===== config.mk =====
export PLATFORM = sky130hd
export DESIGN_NAME = bfta_ctrl_flat
export DESIGN_NICKNAME = d
export VERILOG_FILES = /design/src/design/bfta_pkg.sv /design/src/design/bfta_if.sv /design/src/design/bfta_ctrl.sv /design/src/flat_wrapper.sv
export SDC_FILE = /design/constraint.sdc
export NUM_CORES = 1
export LEC_CHECK = 0
export BUFFER_PORTS_ARGS = -buffer_cell sky130_fd_sc_hd__buf_2
export CAP_MARGIN = 10
export CELL_PAD_IN_SITES_DETAIL_PLACEMENT = 0
export CELL_PAD_IN_SITES_GLOBAL_PLACEMENT = 1
export CORE_AREA = 2 2 45 47
export DETAILED_ROUTE_END_ITERATION = 10
export DIE_AREA = 0 0 47 49
export HOLD_SLACK_MARGIN = 0.1
export PLACE_DENSITY_LB_ADDON = 0.1
export SYNTH_ARGS = -nofsm -noshare
export SYNTH_HDL_FRONTEND = slang
export SYNTH_SLANG_ARGS = --single-unit

===== constraint.sdc =====
create_clock -name clk -period 1.7 [get_ports clk]
set_input_delay 0.425 -clock clk [delete_from_list [all_inputs] [get_ports clk]]
set_output_delay 0.425 -clock clk [all_outputs]
set_load 0.01 [all_outputs]

===== src/design/bfta_pkg.sv =====
// shared types and opcodes for the ticket allocator
`default_nettype none
package bfta_pkg;
	localparam int unsigned PRICE_W = 31;
	localparam int unsigned OP_W = 2;

	typedef enum logic [OP_W-1:0] {
		OP_LOAD  = 2'd0,
		OP_QUERY = 2'd1,
		OP_CLEAR = 2'd2,
		OP_NONE  = 2'd3
	} op_t;

	typedef struct packed {
		logic load;
		logic clear;
		logic scan_start;
		logic scan_step;
		logic mark;
	} bfta_cmd_t;

	typedef struct packed {
		logic full;
		logic scan_last;
	} bfta_sts_t;
endpackage
`default_nettype wire


===== src/design/bfta_if.sv =====
// valid/ready channel interfaces for items and results
`default_nettype none
interface bfta_in_if;
	import bfta_pkg::*;
	logic valid;
	logic ready;
	logic [OP_W-1:0] opcode;
	logic [PRICE_W-1:0] value;
	modport source (output valid, opcode, value, input ready);
	modport sink (input valid, opcode, value, output ready);
endinterface

`default_nettype wire


===== src/design/bfta_ctrl.sv =====
// sequencer for load, clear and query items
`default_nettype none
module bfta_ctrl
	import bfta_pkg::*;
(
	input  wire logic     clk,
	input  wire logic     arst_n,
	bfta_in_if.sink       in_ch,
	input  wire logic     out_ready,
	output logic          out_valid,
	output bfta_cmd_t     cmd,
	input  wire bfta_sts_t sts
);
	typedef enum logic [1:0] {S_IDLE, S_SCAN, S_MARK, S_OUT} state_t;
	state_t state_q;
	logic take;

	assign in_ch.ready = (state_q == S_IDLE);
	assign take = in_ch.valid && in_ch.ready;
	assign out_valid = (state_q == S_OUT);

	always_comb begin
		cmd = '0;
		cmd.load = take && (op_t'(in_ch.opcode) == OP_LOAD);
		cmd.clear = take && (op_t'(in_ch.opcode) == OP_CLEAR);
		cmd.scan_start = take && (op_t'(in_ch.opcode) == OP_QUERY);
		cmd.scan_step = (state_q == S_SCAN);
		cmd.mark = (state_q == S_MARK);
	end

	always_ff @(posedge clk or negedge arst_n) begin
		if (!arst_n) begin
			state_q <= S_IDLE;
		end else begin
			unique case (state_q)
				S_IDLE: if (cmd.scan_start) state_q <= S_SCAN;
				S_SCAN: if (sts.scan_last) state_q <= S_MARK;
				S_MARK: state_q <= S_OUT;
				S_OUT:  if (out_ready) state_q <= S_IDLE;
				default: state_q <= S_IDLE;
			endcase
		end
	end
endmodule
`default_nettype wire


===== src/flat_wrapper.sv =====
// flat-port wrapper written by rule: the top's interface ports become plain ports
module bfta_ctrl_flat import bfta_pkg::*;
  (clk, arst_n, out_ready, out_valid, cmd, sts, in_ch_valid, in_ch_opcode, in_ch_value, in_ch_ready);
  bfta_in_if in_ch_i ();
  input  wire logic clk;
  input  wire logic arst_n;
  input  wire logic out_ready;
  output logic out_valid;
  output bfta_cmd_t cmd;
  input  wire bfta_sts_t sts;
  input wire logic [$bits(in_ch_i.valid)-1:0] in_ch_valid;
  input wire logic [$bits(in_ch_i.opcode)-1:0] in_ch_opcode;
  input wire logic [$bits(in_ch_i.value)-1:0] in_ch_value;
  output wire logic [$bits(in_ch_i.ready)-1:0] in_ch_ready;
  assign in_ch_i.valid = in_ch_valid;
  assign in_ch_i.opcode = in_ch_opcode;
  assign in_ch_i.value = in_ch_value;
  assign in_ch_ready = in_ch_i.ready;
  bfta_ctrl u_core (.clk(clk), .arst_n(arst_n), .in_ch(in_ch_i), .out_ready(out_ready), .out_valid(out_valid), .cmd(cmd), .sts(sts));
endmodule

After elaboration in Yosys (flattened, before gate mapping)
Cells that the tools add are included.

Eq/ne operators: 8. Reductions and logical operators: 7. Multiplexer cells: 4.

Operator list (count): 2-bit case mux with 4 select lines (1); 2-bit equality test (second input constant) (3); 2-bit 2-to-1 mux (3); 2-bit by 1-bit equality test with 1-bit output (second input constant) (2); 1-bit logical AND (4); 2-bit logical NOT (2); 2-bit != test (second input constant) (2); 3-bit AND reduction (1); 2-bit by 1-bit != test with 1-bit output (second input constant) (1).

Output and inout port bits: 7. Input bits: 39. Flip-flop bits (word level): 2. Logic and storage cells: 20.

Depth between registers and ports, before layout
Gate-level depths: netlist (run 1).

Depth in word-level cells: 5. Gate-level depth with buffers: 4. Depth with buffers taken out: 4.

Worst setup path before layout (run 1)
OpenSTA, ideal clock, no wires.

Kind: flip-flop to output port. From: register u_core.state_q[0]. To: output port cmd[2] (netlist bit). Slack: 0.118 ns. Data required time: 1.275 ns. Data arrival time: 1.157 ns. Path buffers: 0. Stages on the path, launching flop included: 5. Cell sequence: dfrtp_1 -> inv_1 -> ha_1 -> nand2_1 -> nor3b_1.

RTL lines: start: declaration (RTL line bfta_ctrl.sv:15) `state_t state_q;`; start signal: assignment (RTL line bfta_ctrl.sv:33) `state_q <= S_IDLE;`; start signal: assignment (RTL line bfta_ctrl.sv:36) `S_IDLE: if (cmd.scan_start) state_q <= S_SCAN;`; start signal: assignment (RTL line bfta_ctrl.sv:37) `S_SCAN: if (sts.scan_last) state_q <= S_MARK;`; end: declaration (RTL line flat_wrapper.sv:9) `output bfta_cmd_t cmd;`.

==> results of run 1 <==
## cell type report
cell class / count / area share (%)
inverters: 4 / 3.80
clock buffers: 3 / 5.70
repair buffers: 19 / 28.5
multi-input cells: 14 / 40.8
flip-flops and latches: 2 / 12.7
well taps: 27 / 8.54
## metal layers
layer | global-route usage [%] | part of all wire [%]
met1 | 5.39 | 39
met2 | 9.36 | 52
met3 | 2.59 | 8.1
met4 | 4.17 | 0
met5 | 0 | 0
## logic make-up after synthesis
| group | after synthesis | synth area share [%] |
|---|---|---|
| AOI/OAI and AO/OA | 1 | 5.16 |
| and+or+nand+nor | 6 | 18.1 |
| adders and majority gates | 5 | 32.3 |
| buffers and inverters | 4 | 7.74 |
| muxes | 2 | 11.0 |
| DFF | 2 | 25.8 |
## where the power goes
| group | internal [W] | total, W | switching (W) | leakage [nW] |
|---|---|---|---|---|
| clock network | 0.0000777 | 0.000103 | 0.0000248 | 0.0138 |
| logic | 0.000236 | 0.000444 | 0.000208 | 0.174 |
| registers | 0.0000759 | 0.0000965 | 0.0000207 | 0.0235 |
## worst paths after layout
kind	depth (start not counted)	startpoint	to	slack, ps
max	5	u_core.state_q[1]	cmd[2]	40
min	2	arst_n	u_core.state_q[1]	520
max reg2reg	5	u_core.state_q[1]	u_core.state_q[1]	50
min reg2reg	1	u_core.state_q[1]	u_core.state_q[1]	560
max in group asynchronous	2	arst_n	u_core.state_q[0]	1080
min in group clk	1	u_core.state_q[1]	u_core.state_q[1]	560
## per-stage QoR
| stage | cells | cell area (um2) | power, W | TNS [ps] | hold WS (ps) |
|---|---|---|---|---|---|
| floorplan | 20 | 194 | 0.000290 | 0 | 129 |
| detailed placement | 61 | 300 | 0.000416 | 0 | 213 |
| global placement | 61 | 300 | 0.000413 | 0 | 210 |
| CTS | 67 | 370 | 0.000605 | 0 | 509 |
| finish | 69 | 395 | 0.000644 | 0 | 522 |
| global route | 69 | 395 | 0.000712 | -16.2 | 513 |
## timing repair
| item | 4_1_cts | 5_1_grt |
|---|---|---|
| endpoints found under the setup margin | 3 | 4 |
| resized for setup | 7 | 2 |
| pin swaps | 1 | 2 |
| buffers inserted | 2 | 2 |
| endpoints found under the hold margin | 2 | 0 |
| hold buffers | 1 | 0 |
## worst max-delay path, cell delays in order (launching register included)
cell	delay [ps]
dfrtp_1	390
inv_2	100
ha_4	150
nand2_4	50
nor3b_2	160
buf_2	150
## cells in the final DEF (no fill, tap or decap)
cell type,count
a222oi_1,1
clkbuf_4,3
ha_1,3
mux2_1,1
inv_1,2
ha_2,1
nand3b_1,1
nor2_1,1
buf_4,5
nand2_4,1
ha_4,1
nor3_1,1
dlygate4sd3_1,1
nor3b_2,2
dfrtp_1,2
buf_2,13
inv_2,2
mux2i_1,1
==> out/metrics.csv, run 1 <==
stage,metric,value,unit
run_status,status,"finished, final reports clean",
finish,largest_reg_flops,2,
routing,drtIter0Drc,4,
synthesis,ys.warnings.count,0,
sta,rsz0062_at_grt,yes,
synthesis,synth_edf_count,0,
power,vdd_drop_max,0.508,mV
routing,ant_nets,0,
synthesis,synth_top_flop_cell,dfrtp_1,
routing,viasPerCell,3.17,
synthesis,ys_top_cells_by_area,"ha_1 (32%), dfrtp_1 (26%), inv_1 (7.7%)",
floorplan,coreArea,0.00184,mm2
clock_network,cts_sinks,2,
synthesis,yosysUniqueCellTypes,11,
worst_hold_path,hold_path.class,in2async,
grt,grt_pass1_vias,252,
critical_path,worstPathRequired,1270,ps
synthesis,synth_common_cells,"ha_1 (5), inv_1 (4), dfrtp_1 (2), nor3b_1 (2)",
synthesis,syn-cell-area,194,um2
finish,drive_gt1_share,66.7,%
floorplan,ios,46,
sta,skew,0.830,ps
finish,antenna_cells,0,
finish,reg_top3,u_core.state_q x2,
placed_design,place_ws,96.0,ps
clock_network,numCtsBuffers,3,
finish,regArea,50.0,um2
clock_network,cts_tree,yes,
floorplan,start_util,10.5,%
sta,fin_crit,1660,ps
synthesis,syn_inst,20,
power,p_per_area,1630,mW/mm2
power,leakage,0.211,nW
routing,wirelength,595,um
synthesis,synth_top_area_share,32.3,%
grt,grt_pass1_wl,959,um
sta,hold_viol,0,
synthesis,synth-seq-cells,2,
clock_network,path_clk_slew,30,ps
floorplan,dieArea,0.00230,mm2
grt,grt.total_usage,5.77,%
floorplan,dieWidth,47,um
clock_network,h-tree-depth,1,
placed_design,gp_congestion,0.643,
job,timing.max_cap.violations,0,
critical_path,worstSetupPathType,reg2out,
routing,vias,219,
clock_network,cts_buffer_depth,2,
clock_network,clock_latency,220,ps
grt,gr-total-overflow,0,
critical_path,start_kind,flip-flop,
finish,regMostFlops,u_core.state_q,
critical_path,critPathMaxFanout,3,
grt,grt_max_degree,5,
placed_design,io_buffer_count,13,
sta,period_share,97.7,%
grt,antenna_found_initial,0,
clock_network,clock-root-buffer,clkbuf_4,
sta,tightest_slew,263,ps
synthesis,yosysSeqAreaShare,25.8,%
routing,drc,0,
finish,areaGrowthSynthToFinish,104,%
critical_path,end_kind,primary output,
sta,max_freq,602,MHz
routing,drt_first_pass_iters,4,
synthesis,synth.net_count,64,
finish,multi_input_comb_area,161,um2
synthesis,yosysMostFrequentCell,ha_1,
finish,final.fill_count,217,
sta,report.final.slew_viol_count,0,
synthesis,synthArstFlopShare,100,%
synthesis,syn_avg_cell_area,9.70,um2
floorplan,rows,16,
finish,final_nets,88,
floorplan,die_y,49,um
critical_path,cp.arrival,1240,ps
synthesis,yosys.area.top_type,ha_1,
sta,setup_ws,39.7,ps
routing,wl_per_cell,8.62,um
sta,timing.slew.headroom,82.5,%
sta,finalSetupViolCount,0,
finish,final_util,21.5,%
No activity file was read; power rests on OpenSTA's default activity.
==> run 2, diff against run 1 <==
==> constraint.sdc (replaced) <==
create_clock -name clk -period 1.7 [get_ports clk]
set_input_delay 0.085 -clock clk [delete_from_list [all_inputs] [get_ports clk]]
set_output_delay 0.085 -clock clk [all_outputs]
set_load 0.01 [all_outputs]
==> run 2 against run 1 <==
Worst setup slack improved by 81 ps. Global-route usage fell by 0.43 points. Sequential power up 4%. Critical path type is now reg2reg. Highest routed layer unchanged. Final area is 14% lower. Clock power hardly changed. Clock skew stayed put. Worst hold slack lost 340 ps. Maximum frequency rose by 5.1%. Combinational power is 26% lower.
==> out/metrics.csv, run 2 (synthesized netlist as in run 1, its figures left out) <==
stage,metric,value,unit,change
finish,regMostFlops,u_core.state_q,,
grt,gr-total-overflow,0,,unchanged
critical_path,worstSetupPathType,reg2reg,,
routing,drc,0,,unchanged
clock_network,cts_sinks,2,,unchanged
power,p_per_area,1550,mW/mm2,-4.5%
finish,final_cells,66,,-4.3%
grt,grt_max_degree,5,,unchanged
floorplan,start_util,10.5,%,unchanged
finish,largest_reg_flops,2,,unchanged
finish,final_util,18.5,%,-3.0 points
finish,final_nets,85,,-3.4%
clock_network,h-tree-depth,1,,unchanged
grt,grt.total_usage,5.34,%,-0.43 points
placed_design,gp_congestion,0.643,,unchanged
floorplan,coreArea,0.00184,mm2,unchanged
sta,timing.slew.headroom,82.5,%,about the same
sta,report.final.slew_viol_count,0,,unchanged
floorplan,dieWidth,47,um,unchanged
clock_network,cts_tree,yes,,
finish,final_common_cell,buf_2,,
sta,fin_crit,1580,ps,-81.0 ps
run_status,status,"finished, final reports clean",,
routing,drt_first_pass_iters,4,,unchanged
floorplan,rows,16,,unchanged
critical_path,cp.arrival,1670,ps,+430 ps
critical_path,start_kind,flip-flop,,
routing,wl_per_cell,7.58,um,-12%
critical_path,rr_worst_depth,5,,unchanged
clock_network,numCtsBuffers,3,,unchanged
clock_network,clock_latency,220,ps,about the same
worst_hold_path,hold_path.class,in2async,,
sta,max_freq,633,MHz,+5.1%
clock_network,cts_buffer_depth,2,,unchanged
routing,wirelength,500,um,-16%
finish,areaGrowthSynthToFinish,75.5,%,
clock_network,clock-root-buffer,clkbuf_4,,
critical_path,worstPathRequired,1800,ps,+530 ps
critical_path,critPathMaxFanout,4,,+1
sta,hold_viol,0,,unchanged
sta,setup_tns,0,ps,unchanged
floorplan,dieArea,0.00230,mm2,unchanged
placed_design,post-place-cells,61,,unchanged
critical_path,r2r_end,u_core.state_q[1],,
sta,skew,0.830,ps,unchanged
routing,drtIter0Drc,5,,+1
job,timing.max_cap.violations,0,,unchanged
sta,period_share,92.9,%,-4.8 points
finish,antenna_cells,0,,unchanged
finish,drive_gt1_share,46.2,%,-21 points
routing,vias,197,,-10%
critical_path,end_kind,flip-flop,,
finish,reg_top3,u_core.state_q x2,,
finish,mostFrequentLayoutCells,"buf_2 (13), ha_1 (5), inv_1 (4)",,
sta,finalSetupViolCount,0,,unchanged
placed_design,place_ws,99.0,ps,+2.98 ps
power,vdd_drop_max,0.460,mV,-9.4%
placed_design,io_buffer_count,13,,unchanged
sta,setup_ws,121,ps,+81.0 ps
grt,antenna_found_initial,0,,unchanged
sta,rsz0062_at_grt,no,,
routing,ant_nets,0,,unchanged
finish,final.fill_count,220,,+1.4%
sta,tightest_slew,262,ps,-0.303 ps
floorplan,die_y,49,um,unchanged
clock_network,path_clk_slew,30,ps,about the same
clock_network,cts_resized,0,,-7
critical_path,reg2reg_slack,120,ps,+70 ps
power,leakage,0.191,nW,-9.7%
floorplan,ios,46,,unchanged
critical_path,r2r-start,u_core.state_q[1],,
grt,grt_pass1_wl,876,um,-8.7%
grt,grt_pass1_vias,234,,-7.1%
routing,viasPerCell,2.98,,-6.0%
run 2: cell types whose count changed in the layout (fill, tap and decap cells not counted), sizes merged:
cell / before / now
buf: 18 / 15
run 2: power by group:
| part | switching, W | internal (W) |
|---|---|---|
| logic | 0.000161 | 0.000166 |
| clock network | 0.0000248 | 0.0000777 |
| registers | 0.0000243 | 0.0000758 |
| total | 0.000210 | 0.000319 |
run 2: layout make-up:
| class | count | area (um2) | area share [%] |
|---|---|---|---|
| Multi-Input combinational cell | 14 | 129 | 37.9 |
| Clock buffer | 3 | 22.5 | 6.62 |
| Tap cell | 27 | 33.8 | 9.93 |
| Timing Repair Buffer | 16 | 90.1 | 26.5 |
| Sequential cell | 2 | 50.0 | 14.7 |
| Inverter | 4 | 15.0 | 4.41 |
run 2: through the flow:
stage	area [um2]	total power (W)	hold slack [ps]
2_1_floorplan	194	0.000290	-211
3_3_place_gp	300	0.000413	-130
3_5_place_dp	300	0.000416	-127
4_1_cts	333	0.000530	169
5_1_grt	340	0.000599	173
6_report	340	0.000529	182
run 2: critical path, cell delays in order, from the launching register on:
cell,delay [ps]
dfrtp_1,380
inv_1,90
ha_1,190
a222oi_1,300
buf_4,170
mux2_1,310
run 2: routing by layer:
layer | track usage, % | part of all wire, %
met3 | 2.59 | 9.6
met2 | 8.45 | 46
met4 | 4.17 | 0
met5 | 0 | 0
met1 | 4.94 | 44
run 2: worst max-delay path by stage:
stage,from,to,cells after the start
floorplan,u_core.state_q[0],u_core.state_q[1],3
global placement,u_core.state_q[1],u_core.state_q[1],4
detailed placement,u_core.state_q[1],u_core.state_q[1],3
CTS,u_core.state_q[1],u_core.state_q[1],3
global route,u_core.state_q[1],u_core.state_q[1],5
finish,u_core.state_q[1],u_core.state_q[1],5
run 2: timing repair:
action,4_1_cts,5_1_grt
buffers inserted,0,1
setup endpoints to repair,0,1
hold buffers,1,0
hold endpoints to repair,2,0
==> run 3, diff against run 2 <==
CELL_PAD_IN_SITES_DETAIL_PLACEMENT = not set   (was 0)
CELL_PAD_IN_SITES_GLOBAL_PLACEMENT = not set   (was 1)
CORE_AREA = 2 2 39 41   (was 2 2 45 47)
DIE_AREA = 0 0 41 43   (was 0 0 47 49)
PLACE_DENSITY_LB_ADDON = not set   (was 0.1)
==> run 3 against run 2 <==
Clock power barely moved. Worst setup slack got worse by 7.1 ps. Register-to-register slack is essentially flat. Count of clock-buffer cells in the layout stayed put. Sequential share of layout area is 1.4 points higher. Critical endpoint unchanged. Largest power group unchanged.
==> out/metrics.csv, run 3 (synthesized netlist as in run 1, its figures left out) <==
stage,metric,value,unit,change
routing,wirelength,390,um,-22%
finish,areaGrowthSynthToFinish,60.6,%,
floorplan,start_util,14.0,%,+3.5 points
grt,grt.total_usage,5.22,%,-0.12 points
placed_design,dp_hpwl,339,um,
sta,period_share,93.3,%,+0.42 points
critical_path,cp.arrival,1690,ps,+20 ps
sta,skew,2.93,ps,+2.10 ps
clock_network,clock-root-buffer,clkbuf_4,,
routing,vias,204,,+3.6%
sta,hold_viol,0,,unchanged
floorplan,coreArea,0.00138,mm2,-25%
sta,report.final.slew_viol_count,0,,unchanged
placed_design,dpl-instance-area,279,um2,-7.1%
clock_network,cts_resized,0,,unchanged
finish,final_common_cell,buf_2,,
clock_network,post_cts_buffers,0,,unchanged
grt,gr-total-overflow,0,,unchanged
power,p_per_area,1520,mW/mm2,-2.5%
clock_network,cts_tree,yes,,
clock_network,cts_buffer_depth,2,,unchanged
critical_path,r2r-start,u_core.state_q[0],,
routing,drtIter0Drc,2,,-3
placed_design,io_buffer_count,13,,unchanged
routing,ant_nets,0,,unchanged
routing,wl_per_cell,7.36,um,-2.9%
finish,antenna_cells,0,,unchanged
grt,antenna_found_initial,0,,unchanged
clock_network,cts_sinks,2,,unchanged
grt,grt_max_degree,5,,unchanged
critical_path,crit_start,u_core.state_q[0],,
grt,grt_pass1_wl,641,um,-27%
clock_network,numCtsBuffers,3,,unchanged
finish,mostFrequentLayoutCells,"buf_2 (13), ha_1 (5), inv_1 (4)",,
sta,fin_crit,1590,ps,+7.12 ps
floorplan,rows,14,,-2
sta,tightest_slew,476,ps,+214 ps
sta,rsz0062_at_grt,no,,
routing,drc,0,,unchanged
clock_network,path_clk_slew,30,ps,about the same
sta,timing.slew.headroom,68.2,%,-14 points
power,vdd_drop_max,0.297,mV,-35%
finish,drive_gt1_share,43.2,%,-2.9 points
placed_design,gp_congestion,0.568,,-12%
critical_path,critPathMaxFanout,3,,-1
floorplan,dieWidth,41,um,-13%
critical_path,worstSetupPathType,reg2reg,,
run_status,status,"finished, final reports clean",,
sta,max_freq,630,MHz,-0.45%
power,finalPower,0.000472,W,-11%
sta,fin_hold_ws,173,ps,-8.75 ps
critical_path,end_kind,flip-flop,,
critical_path,start_kind,flip-flop,,
grt,grt_pass1_vias,179,,-24%
power,leakage,0.181,nW,-4.9%
finish,largest_reg_flops,2,,unchanged
sta,finalSetupViolCount,0,,unchanged
finish,reg_top3,u_core.state_q x2,,
floorplan,ios,46,,unchanged
finish,final_nets,83,,-2.4%
critical_path,worstPathRequired,1800,ps,about the same
clock_network,h-tree-depth,1,,unchanged
sta,setup_tns,0,ps,unchanged
clock_network,holdBufCountCts,1,,unchanged
routing,viasPerCell,3.85,,+29%
finish,regMostFlops,u_core.state_q,,
routing,drt_first_pass_iters,4,,unchanged
worst_hold_path,hold_path.class,in2async,,
finish,final.fill_count,163,,-26%
finish,fin_area,312,um2,-8.5%
job,timing.max_cap.violations,0,,unchanged
clock_network,clock_latency,220,ps,about the same
floorplan,die_y,43,um,-12%
floorplan,dieArea,0.00176,mm2,-23%
-- run 3: cell types whose count changed in the layout (fill, tap and decap cells not counted), sizes merged --
cell	previous run	this run
buf	15	13
-- run 3: final timing paths --
path / to / slack, ps / cells past startpoint
max: u_core.state_q[1] / 110 / 3
min reg2reg: u_core.state_q[1] / 550 / 1
min: u_core.state_q[1] / 170 / 2
max reg2reg: u_core.state_q[1] / 110 / 3
min in group clk: u_core.state_q[0] / 300 / 4
max in group asynchronous: u_core.state_q[0] / 1430 / 2
-- run 3: final cells by class --
class | count | area [um2] | share of cell area (%)
Timing Repair Buffer | 14 | 75.1 | 24.1
Inverter | 4 | 15.0 | 4.82
Multi-Input combinational cell | 14 | 129 | 41.4
Clock buffer | 3 | 22.5 | 7.23
Tap cell | 16 | 20.0 | 6.43
Sequential cell | 2 | 50.0 | 16.1
-- run 3: metal layers --
metal	vias to the layer above	track usage, %	part of all wire, %
met4	0	4.00	0
met2	6	8.44	51
met1	96	6.11	42
met5	-	0	0
met3	0	0	6.9
li1	102	-	-
-- run 3: through the flow --
| stage | utilization, % | cells | setup WS, ps |
|---|---|---|---|
| detailed placement | 20.2 | 49 | 104 |
| global route | 22.5 | 53 | 0.245 |
| global placement | 20.2 | 49 | 114 |
| floorplan | - | 20 | 150 |
| finish | 22.5 | 53 | 114 |
| CTS | 22.5 | 53 | 101 |
-- run 3: power by group --
part / internal [W] / switching (W) / total (W)
registers: 0.0000759 / 0.0000216 / 0.0000975
logic: 0.000125 / 0.000146 / 0.000272
clock network: 0.0000778 / 0.0000253 / 0.000103
-- run 3: critical path: stages (launching register included) --
cell and delay [ps]:
dfrtp_1 390, ha_1 220, a222oi_1 490, mux2_1 370
